`config.mk`:
```
export PLATFORM = sky130hd
export DESIGN_NAME = selective_repeat_receive_window
export DESIGN_NICKNAME = d
export VERILOG_FILES = /design/src/rtl/core/srrw_pkg.sv /design/src/rtl/core/srrw_ram.sv /design/src/rtl/core/srrw_front.sv /design/src/rtl/core/srrw_cmd_queue.sv /design/src/rtl/core/srrw_back.sv /design/src/rtl/core/selective_repeat_receive_window.sv
export VERILOG_INCLUDE_DIRS = /design/src /design/src/rtl/core
export SDC_FILE = /design/constraint.sdc
export NUM_CORES = 2
export LEC_CHECK = 0
export BUFFER_PORTS_ARGS = -buffer_cell sky130_fd_sc_hd__buf_2
export CAP_MARGIN = 40
export CELL_PAD_IN_SITES_DETAIL_PLACEMENT = 1
export CELL_PAD_IN_SITES_GLOBAL_PLACEMENT = 2
export CORE_MARGIN = 10
export CORE_UTILIZATION = 50
export CTS_BUF_LIST = sky130_fd_sc_hd__clkbuf_16
export DETAILED_ROUTE_END_ITERATION = 10
export GPL_TIMING_DRIVEN = 1
export PLACE_DENSITY_LB_ADDON = 0.1
export SLEW_MARGIN = 10
export SYNTH_ARGS = -nofsm -noshare
export SYNTH_HDL_FRONTEND = slang
export SYNTH_SLANG_ARGS = --single-unit
```
`constraint.sdc`:
```
create_clock -name clock -period 7.1 [get_ports clock]
set_clock_uncertainty 0.15 [all_clocks]
set_input_delay 0.355 -clock clock [delete_from_list [all_inputs] [get_ports clock]]
set_output_delay 0.355 -clock clock [all_outputs]
set_load 0.005 [all_outputs]
```
`src/rtl/core/selective_repeat_receive_window_macros.svh`:
```
// assertion macros for the receive window block
`ifndef SELECTIVE_REPEAT_RECEIVE_WINDOW_MACROS_SVH
`define SELECTIVE_REPEAT_RECEIVE_WINDOW_MACROS_SVH

`ifndef ASSERT_OFF

`define SRRW_ASSERT_ALWAYS(label, cond, msg) \
   label: assert property (@(posedge clock) disable iff (reset) (cond)) else $error(msg);

`define SRRW_ASSERT_IMPLIES(label, pre, post, msg) \
   label: assert property (@(posedge clock) disable iff (reset) (pre) |-> (post)) else $error(msg);

`define SRRW_ASSERT_NEXT(label, pre, post, msg) \
   label: assert property (@(posedge clock) disable iff (reset) (pre) |=> (post)) else $error(msg);

`else

`define SRRW_ASSERT_ALWAYS(label, cond, msg)

`define SRRW_ASSERT_IMPLIES(label, pre, post, msg)

`define SRRW_ASSERT_NEXT(label, pre, post, msg)

`endif

`endif

```
`src/rtl/core/srrw_pkg.sv`:
```
// types and constants shared by the receive window modules
package srrw_pkg;

   localparam int WINDOW_SLOTS    = 32;
   localparam int PAYLOAD_BITS    = 64;
   localparam int SEQ_BITS        = 16;
   localparam int BASE_BITS       = SEQ_BITS + 1;
   localparam int WORD_BITS       = 64;
   localparam int SLOT_BITS       = $clog2(WINDOW_SLOTS);
   localparam int RUN_BITS        = $clog2(WINDOW_SLOTS + 1);
   localparam int CMD_QUEUE_DEPTH = 2;

   localparam logic KIND_ACK     = 1'b0;
   localparam logic KIND_DELIVER = 1'b1;

   typedef logic [WORD_BITS-1:0] payload_word_type;

   typedef struct packed {
      logic [SEQ_BITS-1:0] seq_number;
      payload_word_type    payload_word;
   } req_item_type;

   typedef struct packed {
      logic                result_kind;
      logic [SEQ_BITS-1:0] result_seq;
      payload_word_type    result_payload;
      logic                last_of_run;
      logic                transfer_done;
   } rsp_item_type;

   typedef struct packed {
      logic [SEQ_BITS-1:0] ack_seq;
      logic [SEQ_BITS-1:0] run_start;
      logic [RUN_BITS-1:0] run_len;
      logic                done;
   } cmd_type;

   typedef struct packed {
      logic run_done;
      logic busy;
   } back_status_type;

   typedef enum logic [1:0] {
      FRONT_IDLE,
      FRONT_SCAN,
      FRONT_PUSH
   } front_state_type;

   typedef enum logic [1:0] {
      BACK_IDLE,
      BACK_ACK,
      BACK_READ,
      BACK_LOAD
   } back_state_type;

endpackage

```
`src/rtl/core/srrw_ram.sv`:
```
// generic single write port ram with registered read
module srrw_ram #(
   parameter int WIDTH = 8,
   parameter int DEPTH = 4
) (
   input  logic                     clock,
   input  logic                     wr_en,
   input  logic [$clog2(DEPTH)-1:0] wr_addr,
   input  logic [WIDTH-1:0]         wr_data,
   input  logic                     rd_en,
   input  logic [$clog2(DEPTH)-1:0] rd_addr,
   output logic [WIDTH-1:0]         rd_data
);

   logic [WIDTH-1:0] mem_ff [DEPTH];
   logic [WIDTH-1:0] rd_data_ff;

   always_ff @(posedge clock) begin
      if (wr_en) begin
         mem_ff[wr_addr] <= wr_data;
      end
      if (rd_en) begin
         rd_data_ff <= mem_ff[rd_addr];
      end
   end

   assign rd_data = rd_data_ff;

endmodule

```
`src/rtl/core/srrw_front.sv`:
```
// front end: classifies packets, caches payloads, scans the in-order run
module srrw_front (
   input  logic                                  clock,
   input  logic                                  reset,
   input  logic                                  req_valid,
   output logic                                  req_ready,
   input  srrw_pkg::req_item_type                req_data,
   input  logic [srrw_pkg::SEQ_BITS-1:0]         total_packets,
   input  logic                                  q_full,
   output logic                                  q_push,
   output srrw_pkg::cmd_type                     q_cmd,
   input  srrw_pkg::back_status_type             back_status,
   output logic                                  ram_wr_en,
   output logic [srrw_pkg::SLOT_BITS-1:0]        ram_wr_addr,
   output logic [srrw_pkg::PAYLOAD_BITS-1:0]     ram_wr_data
);

   srrw_pkg::front_state_type              state_ff, state_in;
   logic [srrw_pkg::BASE_BITS-1:0]         base_ff, base_in;
   logic [srrw_pkg::WINDOW_SLOTS-1:0]      filled_ff, filled_in;
   logic [srrw_pkg::RUN_BITS-1:0]          cnt_ff, cnt_in;
   logic [srrw_pkg::SEQ_BITS-1:0]          ack_seq_ff, ack_seq_in;
   logic                                   pending_ff, pending_in;

   logic [srrw_pkg::BASE_BITS-1:0]         seq_ext;
   logic [srrw_pkg::BASE_BITS-1:0]         lower;
   logic [srrw_pkg::BASE_BITS-1:0]         new_base;
   logic [srrw_pkg::BASE_BITS:0]           win_end;
   logic [srrw_pkg::SLOT_BITS-1:0]         slot;
   logic [srrw_pkg::SLOT_BITS-1:0]         scan_idx;
   logic                                   in_win;
   logic                                   is_old;
   logic                                   is_base;
   logic                                   accept;
   logic                                   scan_hit;

   assign seq_ext  = srrw_pkg::BASE_BITS'(req_data.seq_number);
   assign win_end  = {1'b0, base_ff} + (srrw_pkg::BASE_BITS + 1)'(srrw_pkg::WINDOW_SLOTS);
   assign lower    = (base_ff >= srrw_pkg::BASE_BITS'(srrw_pkg::WINDOW_SLOTS))
                   ? base_ff - srrw_pkg::BASE_BITS'(srrw_pkg::WINDOW_SLOTS)
                   : '0;
   assign in_win   = (seq_ext >= base_ff) && ({1'b0, seq_ext} < win_end);
   assign is_old   = (seq_ext >= lower) && (seq_ext < base_ff);
   assign is_base  = (seq_ext == base_ff);
   assign slot     = req_data.seq_number[srrw_pkg::SLOT_BITS-1:0];
   assign accept   = req_valid && req_ready;
   assign scan_idx = base_ff[srrw_pkg::SLOT_BITS-1:0] + cnt_ff[srrw_pkg::SLOT_BITS-1:0];
   assign scan_hit = (cnt_ff != srrw_pkg::RUN_BITS'(srrw_pkg::WINDOW_SLOTS))
                   && filled_ff[scan_idx];
   assign new_base = base_ff + srrw_pkg::BASE_BITS'(cnt_ff);

   // next state
   always_comb begin
      state_in = state_ff;
      case (state_ff)
         srrw_pkg::FRONT_IDLE: begin
            if (accept && in_win && is_base) begin
               state_in = srrw_pkg::FRONT_SCAN;
            end
         end
         srrw_pkg::FRONT_SCAN: begin
            if (!scan_hit) begin
               state_in = srrw_pkg::FRONT_PUSH;
            end
         end
         srrw_pkg::FRONT_PUSH: begin
            if (!q_full) begin
               state_in = srrw_pkg::FRONT_IDLE;
            end
         end
         default: state_in = srrw_pkg::FRONT_IDLE;
      endcase
   end

   // outputs and datapath
   always_comb begin
      req_ready   = 1'b0;
      q_push      = 1'b0;
      q_cmd       = '0;
      ram_wr_en   = 1'b0;
      ram_wr_addr = slot;
      ram_wr_data = srrw_pkg::PAYLOAD_BITS'(req_data.payload_word);
      base_in     = base_ff;
      filled_in   = filled_ff;
      cnt_in      = cnt_ff;
      ack_seq_in  = ack_seq_ff;
      pending_in  = pending_ff;
      if (back_status.run_done) begin
         pending_in = 1'b0;
      end
      case (state_ff)
         srrw_pkg::FRONT_IDLE: begin
            req_ready = !q_full && !pending_ff;
            if (accept) begin
               cnt_in     = '0;
               ack_seq_in = req_data.seq_number;
               if (in_win) begin
                  ram_wr_en       = !filled_ff[slot];
                  filled_in[slot] = 1'b1;
               end
               // ack only: window base does not move
               if (is_old || (in_win && !is_base)) begin
                  q_push          = 1'b1;
                  q_cmd.ack_seq   = req_data.seq_number;
                  q_cmd.run_start = base_ff[srrw_pkg::SEQ_BITS-1:0];
                  q_cmd.run_len   = '0;
                  q_cmd.done      = base_ff >= srrw_pkg::BASE_BITS'(total_packets);
               end
            end
         end
         srrw_pkg::FRONT_SCAN: begin
            if (scan_hit) begin
               filled_in[scan_idx] = 1'b0;
               cnt_in              = cnt_ff + 1'b1;
            end
         end
         srrw_pkg::FRONT_PUSH: begin
            q_cmd.ack_seq   = ack_seq_ff;
            q_cmd.run_start = base_ff[srrw_pkg::SEQ_BITS-1:0];
            q_cmd.run_len   = cnt_ff;
            q_cmd.done      = new_base >= srrw_pkg::BASE_BITS'(total_packets);
            if (!q_full) begin
               q_push     = 1'b1;
               base_in    = new_base;
               pending_in = 1'b1;
            end
         end
         default: begin
            req_ready = 1'b0;
         end
      endcase
   end

   always_ff @(posedge clock) begin
      if (reset) begin
         state_ff   <= srrw_pkg::FRONT_IDLE;
         base_ff    <= '0;
         filled_ff  <= '0;
         cnt_ff     <= '0;
         pending_ff <= 1'b0;
      end else begin
         state_ff   <= state_in;
         base_ff    <= base_in;
         filled_ff  <= filled_in;
         cnt_ff     <= cnt_in;
         pending_ff <= pending_in;
      end
   end

   always_ff @(posedge clock) begin
      ack_seq_ff <= ack_seq_in;
   end

endmodule

```
`src/rtl/core/srrw_cmd_queue.sv`:
```
// short command queue between front and back
module srrw_cmd_queue (
   input  logic              clock,
   input  logic              reset,
   input  logic              push,
   input  srrw_pkg::cmd_type push_cmd,
   output logic              full,
   input  logic              pop,
   output srrw_pkg::cmd_type pop_cmd,
   output logic              empty
);

   localparam int PTR_BITS = (srrw_pkg::CMD_QUEUE_DEPTH > 1)
                           ? $clog2(srrw_pkg::CMD_QUEUE_DEPTH) : 1;
   localparam int CNT_BITS = $clog2(srrw_pkg::CMD_QUEUE_DEPTH + 1);

   srrw_pkg::cmd_type      entry_ff [srrw_pkg::CMD_QUEUE_DEPTH];
   logic [PTR_BITS-1:0]    wr_ptr_ff, wr_ptr_in;
   logic [PTR_BITS-1:0]    rd_ptr_ff, rd_ptr_in;
   logic [CNT_BITS-1:0]    count_ff, count_in;
   logic                   do_push;
   logic                   do_pop;

   assign full    = (count_ff == CNT_BITS'(srrw_pkg::CMD_QUEUE_DEPTH));
   assign empty   = (count_ff == '0);
   assign do_push = push && !full;
   assign do_pop  = pop && !empty;
   assign pop_cmd = entry_ff[rd_ptr_ff];

   always_comb begin
      wr_ptr_in = wr_ptr_ff;
      rd_ptr_in = rd_ptr_ff;
      count_in  = count_ff;
      if (do_push) begin
         wr_ptr_in = (wr_ptr_ff == PTR_BITS'(srrw_pkg::CMD_QUEUE_DEPTH - 1))
                   ? '0 : wr_ptr_ff + 1'b1;
      end
      if (do_pop) begin
         rd_ptr_in = (rd_ptr_ff == PTR_BITS'(srrw_pkg::CMD_QUEUE_DEPTH - 1))
                   ? '0 : rd_ptr_ff + 1'b1;
      end
      if (do_push && !do_pop) begin
         count_in = count_ff + 1'b1;
      end else if (do_pop && !do_push) begin
         count_in = count_ff - 1'b1;
      end
   end

   always_ff @(posedge clock) begin
      if (reset) begin
         wr_ptr_ff <= '0;
         rd_ptr_ff <= '0;
         count_ff  <= '0;
      end else begin
         wr_ptr_ff <= wr_ptr_in;
         rd_ptr_ff <= rd_ptr_in;
         count_ff  <= count_in;
      end
   end

   always_ff @(posedge clock) begin
      if (do_push) begin
         entry_ff[wr_ptr_ff] <= push_cmd;
      end
   end

endmodule

```
`src/rtl/core/srrw_back.sv`:
```
// back end: emits the ack and then reads out the delivered run
module srrw_back (
   input  logic                              clock,
   input  logic                              reset,
   input  logic                              q_empty,
   output logic                              q_pop,
   input  srrw_pkg::cmd_type                 q_cmd,
   output logic                              ram_rd_en,
   output logic [srrw_pkg::SLOT_BITS-1:0]    ram_rd_addr,
   input  logic [srrw_pkg::PAYLOAD_BITS-1:0] ram_rd_data,
   output logic                              rsp_valid,
   input  logic                              rsp_ready,
   output srrw_pkg::rsp_item_type            rsp_data,
   output srrw_pkg::back_status_type         back_status
);

   srrw_pkg::back_state_type       state_ff, state_in;
   srrw_pkg::cmd_type              cur_ff, cur_in;
   logic [srrw_pkg::RUN_BITS-1:0]  idx_ff, idx_in;
   logic                           rsp_valid_ff;
   srrw_pkg::rsp_item_type         rsp_data_ff;
   srrw_pkg::rsp_item_type         out_item;
   logic                           out_load;
   logic                           out_free;
   logic                           last_del;

   assign out_free = !rsp_valid_ff || rsp_ready;
   assign last_del = (idx_ff == cur_ff.run_len - 1'b1);

   // next state
   always_comb begin
      state_in = state_ff;
      case (state_ff)
         srrw_pkg::BACK_IDLE: begin
            if (!q_empty) begin
               state_in = srrw_pkg::BACK_ACK;
            end
         end
         srrw_pkg::BACK_ACK: begin
            if (out_free) begin
               state_in = (cur_ff.run_len == '0) ? srrw_pkg::BACK_IDLE : srrw_pkg::BACK_READ;
            end
         end
         srrw_pkg::BACK_READ: begin
            state_in = srrw_pkg::BACK_LOAD;
         end
         srrw_pkg::BACK_LOAD: begin
            if (out_free) begin
               state_in = last_del ? srrw_pkg::BACK_IDLE : srrw_pkg::BACK_READ;
            end
         end
         default: state_in = srrw_pkg::BACK_IDLE;
      endcase
   end

   // outputs
   always_comb begin
      q_pop       = 1'b0;
      ram_rd_en   = 1'b0;
      ram_rd_addr = cur_ff.run_start[srrw_pkg::SLOT_BITS-1:0]
                  + idx_ff[srrw_pkg::SLOT_BITS-1:0];
      out_load    = 1'b0;
      out_item    = '0;
      cur_in      = cur_ff;
      idx_in      = idx_ff;
      back_status = '0;
      back_status.busy = (state_ff != srrw_pkg::BACK_IDLE);
      out_item.transfer_done = cur_ff.done;
      case (state_ff)
         srrw_pkg::BACK_IDLE: begin
            q_pop = !q_empty;
            if (!q_empty) begin
               cur_in = q_cmd;
               idx_in = '0;
            end
         end
         srrw_pkg::BACK_ACK: begin
            out_load             = out_free;
            out_item.result_kind = srrw_pkg::KIND_ACK;
            out_item.result_seq  = cur_ff.ack_seq;
            out_item.last_of_run = (cur_ff.run_len == '0);
         end
         srrw_pkg::BACK_READ: begin
            ram_rd_en = 1'b1;
         end
         srrw_pkg::BACK_LOAD: begin
            out_load                = out_free;
            out_item.result_kind    = srrw_pkg::KIND_DELIVER;
            out_item.result_seq     = cur_ff.run_start + srrw_pkg::SEQ_BITS'(idx_ff);
            out_item.result_payload = srrw_pkg::payload_word_type'(ram_rd_data);
            out_item.last_of_run    = last_del;
            if (out_free) begin
               idx_in               = idx_ff + 1'b1;
               back_status.run_done = last_del;
            end
         end
         default: begin
            out_load = 1'b0;
         end
      endcase
   end

   always_ff @(posedge clock) begin
      if (reset) begin
         state_ff     <= srrw_pkg::BACK_IDLE;
         rsp_valid_ff <= 1'b0;
      end else begin
         state_ff <= state_in;
         if (out_load) begin
            rsp_valid_ff <= 1'b1;
         end else if (rsp_ready) begin
            rsp_valid_ff <= 1'b0;
         end
      end
   end

   always_ff @(posedge clock) begin
      cur_ff <= cur_in;
      idx_ff <= idx_in;
      if (out_load) begin
         rsp_data_ff <= out_item;
      end
   end

   assign rsp_valid = rsp_valid_ff;
   assign rsp_data  = rsp_data_ff;

endmodule

```
`src/rtl/core/selective_repeat_receive_window.sv`:
```
// top level of the selective-repeat receive window
//
//   channel   dir  handshake             carries
//   req_*     in   req_valid/req_ready   seq_number, payload_word
//   rsp_*     out  rsp_valid/rsp_ready   kind, seq, payload, last_of_run, transfer_done
//   csr_*     in   csr_valid/csr_ready   total_packets
//
// an ack-only packet leaves the front idle; its ack goes via the command queue and the
// back end's ack state to the rsp register, later when queued behind earlier items or
// held by rsp_ready; the back end reads each delivery from the ram, then loads it out
// a packet at the window base holds the front through accept, a scan of its run's slots
// and push; while its deliveries are outstanding no new packet is taken
// reset is synchronous and clears the window at once; no clearing pass is needed
`include "selective_repeat_receive_window_macros.svh"

module selective_repeat_receive_window (
   input  logic                          clock,
   input  logic                          reset,
   input  logic                          req_valid,
   output logic                          req_ready,
   input  srrw_pkg::req_item_type        req_data,
   output logic                          rsp_valid,
   input  logic                          rsp_ready,
   output srrw_pkg::rsp_item_type        rsp_data,
   input  logic                          csr_valid,
   output logic                          csr_ready,
   input  logic [srrw_pkg::SEQ_BITS-1:0] csr_data
);

   logic [srrw_pkg::SEQ_BITS-1:0]     total_packets_ff;
   logic                              q_push;
   logic                              q_pop;
   logic                              q_full;
   logic                              q_empty;
   srrw_pkg::cmd_type                 push_cmd;
   srrw_pkg::cmd_type                 pop_cmd;
   srrw_pkg::back_status_type         back_status;
   logic                              ram_wr_en;
   logic [srrw_pkg::SLOT_BITS-1:0]    ram_wr_addr;
   logic [srrw_pkg::PAYLOAD_BITS-1:0] ram_wr_data;
   logic                              ram_rd_en;
   logic [srrw_pkg::SLOT_BITS-1:0]    ram_rd_addr;
   logic [srrw_pkg::PAYLOAD_BITS-1:0] ram_rd_data;

   assign csr_ready = 1'b1;

   always_ff @(posedge clock) begin
      if (reset) begin
         total_packets_ff <= '0;
      end else if (csr_valid && csr_ready) begin
         total_packets_ff <= csr_data;
      end
   end

   srrw_front u_front (
      .clock         (clock),
      .reset         (reset),
      .req_valid     (req_valid),
      .req_ready     (req_ready),
      .req_data      (req_data),
      .total_packets (total_packets_ff),
      .q_full        (q_full),
      .q_push        (q_push),
      .q_cmd         (push_cmd),
      .back_status   (back_status),
      .ram_wr_en     (ram_wr_en),
      .ram_wr_addr   (ram_wr_addr),
      .ram_wr_data   (ram_wr_data)
   );

   srrw_cmd_queue u_queue (
      .clock    (clock),
      .reset    (reset),
      .push     (q_push),
      .push_cmd (push_cmd),
      .full     (q_full),
      .pop      (q_pop),
      .pop_cmd  (pop_cmd),
      .empty    (q_empty)
   );

   srrw_ram #(
      .WIDTH (srrw_pkg::PAYLOAD_BITS),
      .DEPTH (srrw_pkg::WINDOW_SLOTS)
   ) u_slot_ram (
      .clock   (clock),
      .wr_en   (ram_wr_en),
      .wr_addr (ram_wr_addr),
      .wr_data (ram_wr_data),
      .rd_en   (ram_rd_en),
      .rd_addr (ram_rd_addr),
      .rd_data (ram_rd_data)
   );

   srrw_back u_back (
      .clock       (clock),
      .reset       (reset),
      .q_empty     (q_empty),
      .q_pop       (q_pop),
      .q_cmd       (pop_cmd),
      .ram_rd_en   (ram_rd_en),
      .ram_rd_addr (ram_rd_addr),
      .ram_rd_data (ram_rd_data),
      .rsp_valid   (rsp_valid),
      .rsp_ready   (rsp_ready),
      .rsp_data    (rsp_data),
      .back_status (back_status)
   );

   `SRRW_ASSERT_IMPLIES(a_no_push_when_full, q_push && q_full, 1'b0, "command pushed into full queue")
   `SRRW_ASSERT_IMPLIES(a_no_pop_when_empty, q_pop && q_empty, 1'b0, "command popped from empty queue")
   `SRRW_ASSERT_IMPLIES(a_ack_has_no_payload, rsp_valid && (rsp_data.result_kind == srrw_pkg::KIND_ACK), rsp_data.result_payload == '0, "ack carries a payload")
   `SRRW_ASSERT_IMPLIES(a_ram_ports_apart, ram_wr_en && ram_rd_en && back_status.busy, ram_wr_addr != ram_rd_addr, "slot written while run reads it")
   `SRRW_ASSERT_NEXT(a_run_done_frees_back, back_status.run_done, !back_status.busy, "back end still busy after its run")

endmodule
```
### Yosys cells after proc, flatten, opt, wreduce, memory -nomap -nowiden

Memories as Yosys holds them, arrays and structs flattened. A register that Yosys moved wholly into a read port is not among the register bits.
Cells that the tools add are included.

| storage, ports and cells | value |
|---|---|
| memories kept | 2 |
| RAM bits | 2126 |
| register bits | 186 |
| output and inout bits | 86 |
| input bits | 101 |

| cells by class | value |
|---|---|
| reductions and logical operators | 41 |
| multiplexer cells | 60 |
| bitwise logic cells | 5 |
| $add $sub $neg | 13 |
| equality and inequality tests | 18 |
| $lt $le $gt $ge | 11 |

Memory list:

| name | words | bits a word | read ports | clocked after Yosys merged registers in | wr ports | line | text |
|---|---|---|---|---|---|---|---|
| u_slot_ram.mem_ff | 32 | 64 | 1 | 1 | 1 | srrw_ram.sv:15 | `logic [WIDTH-1:0] mem_ff [DEPTH];` |
| u_queue.entry_ff | 2 | 39 | 1 | 1 | 1 | srrw_cmd_queue.sv:17 | `srrw_pkg::cmd_type entry_ff [srrw_pkg::CMD_QUEUE_DEPTH];` |

Operator list:

| cell | count |
|---|---|
| $mux W32 | 3 |
| $mux W39 | 2 |
| $pmux W39 S2 | 1 |
| $pmux W32 S2 | 1 |
| $ge A16 B17 Y1 | 2 |
| $ge A17 B16 Y1 | 2 |
| $pmux W17 S2 | 1 |
| $and A32 B32 Y32 | 1 |
| $not A32 Y32 | 1 |
| $or A32 B32 Y32 | 1 |
| $mux W1 | 27 |
| $mux W6 | 4 |
| $pmux W6 S2 | 2 |
| $mux W2 | 10 |
| $add A17 B6 Y18 const B | 1 |
| $lt A16 B18 Y1 | 1 |
| $add A17 B6 Y17 | 1 |
| $eq A16 B17 Y1 | 1 |
| $ge A17 B6 Y1 const B | 1 |
| $lt A16 B17 Y1 | 1 |
| $mux W17 | 1 |
| $sub A17 B6 Y17 const B | 1 |
| $add A16 B6 Y16 | 1 |
| $logic_and A1 B1 Y1 | 14 |
| other kinds (29) | 67 |

### Depth between registers and ports, before layout

| depth | value |
|---|---|
| depth after elaboration | 13 |
| depth in mapped cells | 21 |

### Modules after synthesis

Synthesis repeated with hierarchy kept, for this count alone.

| second synthesis, totals | value |
|---|---|
| cells, all modules | 4512 |
| area total of the unflattened synthesis | 95810.6 sq um |

By module, submodules not included:

| module | times used | area each (sq um) | seq. area each (sq um) | cells an instance |
|---|---|---|---|---|
| srrw_ram | 1 | 79621.4 | 63420.8 | 3109 |
| srrw_front | 1 | 7113.1 | 1641.6 | 826 |
| srrw_back | 1 | 5459.0 | 3903.7 | 377 |
| srrw_cmd_queue | 1 | 3025.4 | 2442.3 | 146 |
| selective_repeat_receive_window | 1 | 591.8 | 320.3 | 54 |

### Worst setup path after synthesis

OpenSTA, ideal clock, no wires.

| timing | value |
|---|---|
| kind | reg-to-reg |
| start point | register u_front.base_ff[6] (netlist bit) |
| end point | memory u_queue.entry_ff[1][0] (netlist bit), enable pin |
| slack | 0.570 ns |
| data required time | 6.458 ns |
| stages on the path, launching flop included | 16 |
| library setup time | 0.492 ns |
| arrival time | 5.888 ns |
| buffers on the path | 2 |
| clock period less this slack | 6.530 ns |
| cells stage by stage | dfxtp_1 -> buf_2 -> inv_1 -> ha_1 -> nand4_1 -> or4_1 -> buf_2 -> and2_1 -> ha_1 -> nand3_1 -> a21oi_1 -> o311ai_0 -> a2111oi_0 -> o221a_2 -> nor3_2 -> nor3b_1 |

| on the way | value |
|---|---|
| word-level cells in the longest chain between the ends | 11 |

Ends and longest elaborated chain:

| element | line | text |
|---|---|---|
| from (decl) | srrw_front.sv:19 | `logic [srrw_pkg::BASE_BITS-1:0] base_ff, base_in;` |
| from (signal assigned) | srrw_front.sv:143 | `base_ff <= base_in;` |
| $sub A17 B6 Y17 (tied with other cells) | srrw_front.sv:40 | `? base_ff - srrw_pkg::BASE_BITS'(srrw_pkg::WINDOW_SLOTS)` |
| $mux W17 or $lt A16 B18 Y1 (tied branches) | srrw_front.sv:40, srrw_front.sv:42 |  |
| $ge A16 B17 Y1 or $logic_and A1 B1 Y1 (tied branches) | srrw_front.sv:43, srrw_front.sv:42 |  |
| $logic_and A1 B1 Y1 (on tied branches) | srrw_front.sv:43, srrw_front.sv:102 |  |
| $logic_or A1 B1 Y1 * | srrw_front.sv:102 | `if (is_old \|\| (in_win && !is_base)) begin` |
| $mux W1 * | srrw_front.sv:102 |  |
| $mux W1 * | srrw_front.sv:94 | `if (accept) begin` |
| $pmux W1 S2 * | srrw_front.sv:91 | `case (state_ff)` |
| $logic_and A1 B1 Y1 * | srrw_cmd_queue.sv:26 | `assign do_push = push && !full;` |
| $mux W1 * | srrw_cmd_queue.sv:62 | `if (do_push) begin` |
| $mux W1 (not written as such) * | srrw_cmd_queue.sv:63 | `entry_ff[wr_ptr_ff] <= push_cmd;` |
| to (decl) | srrw_cmd_queue.sv:17 |  |

Mark *: on every way between the ends. The rest lies on a longest branch, timed or not.

### Worst setup path in the final report

| timing | value |
|---|---|
| start point | register u_front.base_ff[10] (netlist bit) |
| end point | memory u_slot_ram.mem_ff[6][11] (netlist bit), enable pin |

| on the way | value |
|---|---|
| word-level cells in the longest chain between the ends | 8 |

Ends and longest elaborated chain:

| element | line | text |
|---|---|---|
| $add A17 B6 Y18 | srrw_front.sv:38 | `assign win_end = {1'b0, base_ff} + (srrw_pkg::BASE_BITS + 1)'(srrw_pkg::WINDOW_SLOTS);` |
| $lt A16 B18 Y1 | srrw_front.sv:42 | `assign in_win = (seq_ext >= base_ff) && ({1'b0, seq_ext} < win_end);` |
| $logic_and A1 B1 Y1 * | srrw_front.sv:42 |  |
| $mux W1 * | srrw_front.sv:97 | `if (in_win) begin` |
| $mux W1 * | srrw_front.sv:94 |  |
| $mux W1 * | srrw_front.sv:91 |  |
| $mux W1 * | srrw_ram.sv:19 | `if (wr_en) begin` |
| $mux W1 (not written as such) * | srrw_ram.sv:20 | `mem_ff[wr_addr] <= wr_data;` |
| to (decl) | srrw_ram.sv:15 |  |

Marked as above.

==> metrics list <==
- Combined buffer and inverter count along the critical path: 3
* Count of nets after finishing: 4,971
- Clock buffer count from CTS: 239
- CP Capture Type: flip-flop
* Total number of H-tree levels: 4
* Uppermost signal routing layer after detailed routing: met5
- The area growth from synthesis to layout is 14.5%.
- Worst ir drop on vdd: 1.04 mV
- The number of global-route vias before repair was 48.9k.
- The final max-slew violation count was 0.
* Post-CTS repair timing setup buffer count: 0
- After synthesis, the share of flip-flops with an asynchronous set or reset is 0%.
- Site row count: 159
- The first global-routing pass estimated 346 mm of wire.
* Measured slew at the worst slew-check pin: 0.912 ns
- The number of nets handed over by synthesis was 4,518.
- Placer Congestion: 0.764
- From left edge to right edge, the die measures 456 um.
* Post-route DRC: 0
* Quantity of gates resized following cts: 0
* Number of failing setup endpoints in the final timing report: 0
- Clock-pin slew on the worst setup and hold paths: 0.06 ns
- Syn_area_per_cell: 22.0 um^2
- Placeable Area: 188,000 um^2
* Cells after Synth: 4,316
* Total iterations of the first detailed-routing run: 7
* Total power divided by cell area: 452 nW/um^2
* Die ar.: 207,000 um^2
- The synthesized design contains 2,334 enable-type register cells.
- Final setup TNS: 0 ns
* Detailed route wirelength on metal2: 118 mm
- Initial Util: 50.4%
- Cell family contributing the most delay on the critical path: simple AND/OR/NAND/NOR gates
* Rel. slew slack: 39.1%
- In this run the remaining antenna-violating nets after routing total 0.
- Measured on the finished design, the core utilization comes to 57.7%.
- In this run, the number of DRC markers left after iteration 0 of detailed routing was 4,060.
* Outcome: complete, no violations
- Stage delay of the slowest cell on the critical path: 0.68 ns
- Number of port buffers: 185
- Crit Path Category: flip-flop to flip-flop
* Die outline height: 456 um
- Traced cell by cell, the critical path runs through nand4_2 -> nor3_1 -> xnor2_1 -> ha_1 -> a21oi_1 -> o21ai_0 -> o221ai_1 -> a22oi_1 -> a21oi_2 -> buf_4 -> nand4_2 -> nor2_4 -> buf_4 -> buf_4.
* Number of antenna violations at the first check in global routing: 13
- Met1 layer wirelength in the final routing: 101 mm
- For this block, the routed nets add up to 234 mm of wire.
- Based on the critical path, the design can be clocked at up to 0.182 GHz.
- After detailed routing, the number of vias per cell comes to 6.08.
- In this run the worst hold path is classified as input pin to flip-flop.
* Setup repair after global routing missed its margin: false
- Summing the sequential cell areas from Yosys gives 75.6% of the chip area.
- At the worst endpoint, the required time is 7.43 ns.
- # hold bufs at CTS: 116
- Counting flops and latches in the post-synthesis netlist gives 2,415.
* Routed wirelength normalized by instance count: 31.4 um
* Clock Tree Root: clkbuf_16
- Subtracting the final worst setup slack from the clock period gives 5.48 ns.
- Prevailing post-synth register cell: edfxtp_1
- Via count: 45.5k
* Number of distinct library cells after synthesis: 79
- Pin count of the biggest net entering global routing: 113
- The slowest stage of the critical path is the dfxtp_1 cell.
- Clock net sink count: 2,415
- The cell area that synthesis handed to floorplanning was 94,800 um^2.
- In the final layout, the share of cells above drive strength 1 is 29.5%.
- Along the worst path, the maximum fanout reaches 37.
- Number of max-capacitance violations reported: 0
- Yosys Warn Count: 0
- The routed design uses 11.4 mm of met3 wire.
- CTS tree: yes
* Final Hold Viols: 0
* Final clock period utilization by the worst path: 77.2%
- Leakage power figure: 0.0347 uW
- Detailed placement ended at an HPWL of 135 mm.
- Clk_lat worst skew: 0.85 ns
- Post-placement cell area: 99,900 um^2
* Top-level I/O count: 187
- STA classifies the critical path startpoint as a flip-flop.
- The total overflow left after global routing is 0.
- Gr usage total: 22.4%
* Clock Tree Buf Depth: 3
- Cell occurring most often along the worst timing path: buf_4
* Arrival time at the worst endpoint: 5.81 ns
* Final cell area excluding filler cells: 109,000 um^2
-- Yosys cell counts (all sizes together) (19+ instances only) --
cell type,n,share of area (%)
ha,99,1.3
xnor2,51,0.48
a211oi,33,0.26
a41oi,32,0.30
edfxtp,2334,74
o21ai,45,0.24
nor2,107,0.42
nor3,53,0.30
nand4,20,0.15
nand3,25,0.13
buf,81,0.38
clkbuf,137,0.54
and2,75,0.49
mux4,658,16
inv,56,0.22
mux2,103,1.2
mux2i,20,0.21
nand2,82,0.33
a21oi,48,0.26
a22o,19,0.18
dfxtp,81,1.7
-- routing by layer --
layer  up-vias  track usage [%]
met2      1278             37.6
met5         -                0
met4         2             4.42
met3       282             3.13
met1     24800             31.8
li1      19100                -
-- worst reg2reg max path, stage by stage (launching register included) --
cell and delay, ns:
dfxtp_1 0.68, nand4_2 0.31, nor3_1 0.35, xnor2_1 0.17
ha_1 0.27, a21oi_1 0.12, o21ai_0 0.13, o221ai_1 0.20
a22oi_1 0.23, a21oi_2 0.21, buf_4 0.39, nand4_2 0.61
nor2_4 0.27, buf_4 0.45, buf_4 0.58
-- path summary, 6_finish.rpt --
check / start / end / slack (ns) / depth (start not counted)
min: req_data[77] / u_front.ack_seq_ff[13] / 0.19 / 2
max: u_front.base_ff[10] / u_slot_ram.mem_ff[6][11] / 1.62 / 14
max reg2reg: u_front.base_ff[10] / u_slot_ram.mem_ff[6][11] / 1.62 / 14
min reg2reg: u_back.cur_ff[0] / u_back.rsp_data[0] / 0.31 / 0
-- layout make-up --
cell class                      count  area (um^2)
Fill cell                       15800        79600
Sequential cell                  2415        71700
Multi-Input combinational cell   1623        22400
Clock buffer                      243         6080
Timing Repair Buffer              430         3640
Tap cell                         2495         3120
Clock inverter                    202         1490
Inverter                           60          225
Antenna cell                        3         7.51
-- state kept, by name, summed over array words and instances (netlist names) --
signal              cells
u_front.pending_ff      1
u_front.filled_ff      32
u_queue.count_ff        2
u_back.cur_ff          39
u_front.state_ff        2
u_slot_ram.rd_data     64
u_back.idx_ff           6
u_back.state_ff         2
u_queue.rd_ptr_ff       1
total_packets_ff       16
u_back.rsp_valid        1
u_front.ack_seq_ff     16
u_queue.entry_ff       78
u_queue.wr_ptr_ff       1
u_front.cnt_ff          6
u_back.rsp_data        83
u_front.base_ff        17
u_slot_ram.mem_ff    2048
-- logic make-up (layout without fill, tap and decap cells) --
| group | after synthesis | after routing | share of synthesized area [%] |
|---|---|---|---|
| flops | 2415 | 2415 | 75.6 |
| mux | 781 | 781 | 17.1 |
| simple gates | 438 | 438 | 2.42 |
| buf+inv | 278 | 935 | 1.16 |
| compound gates | 238 | 238 | 1.79 |
| fa+ha+maj | 101 | 101 | 1.35 |
| xor+xnor | 64 | 64 | 0.599 |
| other cells | 1 | 4 | 0.00395 |
-- where the power goes --
group          internal (uW)  switching [uW]  leakage, uW  total, uW
logic                   9920           10200      0.00901      20100
clock network           6890            5290      0.00393      12200
registers              16600             209       0.0218      16800
total                  33400           15700       0.0347      49100
-- placed cells by master (no fill, tap or decap), types with 13 or more instances in the layout --
| cell type | Yosys | routed |
|---|---|---|
| dlygate4sd3_1 | 0 | 116 |
| clkinv_1 | 4 | 64 |
| mux4_2 | 656 | 656 |
| o21ai_0 | 43 | 43 |
| buf_12 | 0 | 30 |
| and2_1 | 75 | 75 |
| a22o_1 | 19 | 19 |
| xor2_1 | 13 | 13 |
| mux2i_1 | 20 | 20 |
| edfxtp_1 | 2334 | 2334 |
| nand4_1 | 18 | 18 |
| buf_2 | 18 | 187 |
| xnor2_1 | 50 | 47 |
| ha_1 | 99 | 96 |
| clkinv_2 | 0 | 48 |
| nor2_4 | 0 | 33 |
| nor3_1 | 50 | 49 |
| a21oi_1 | 47 | 46 |
| bufinv_16 | 0 | 20 |
| nor2_1 | 107 | 74 |
| nand2_1 | 81 | 81 |
| mux2_2 | 103 | 103 |
| inv_1 | 55 | 110 |
| clkbuf_16 | 0 | 243 |
| nand3_1 | 25 | 25 |
| a41oi_1 | 32 | 32 |
| buf_4 | 4 | 85 |
| a211oi_1 | 33 | 33 |
| dfxtp_1 | 81 | 81 |
-- per-stage QoR --
stage	setup WS, ns	hold slack (ns)	power [uW]	cells
6_report	1.62	0.190	49100	7471
5_1_grt	1.17	0.162	51200	7470
4_1_cts	1.58	0.0981	49900	7467
3_5_place_dp	1.59	0.309	37600	6906
3_3_place_gp	1.48	0.314	37500	6885
2_1_floorplan	0.570	0.250	30900	4316
No activity file was read; power rests on OpenSTA's default activity.
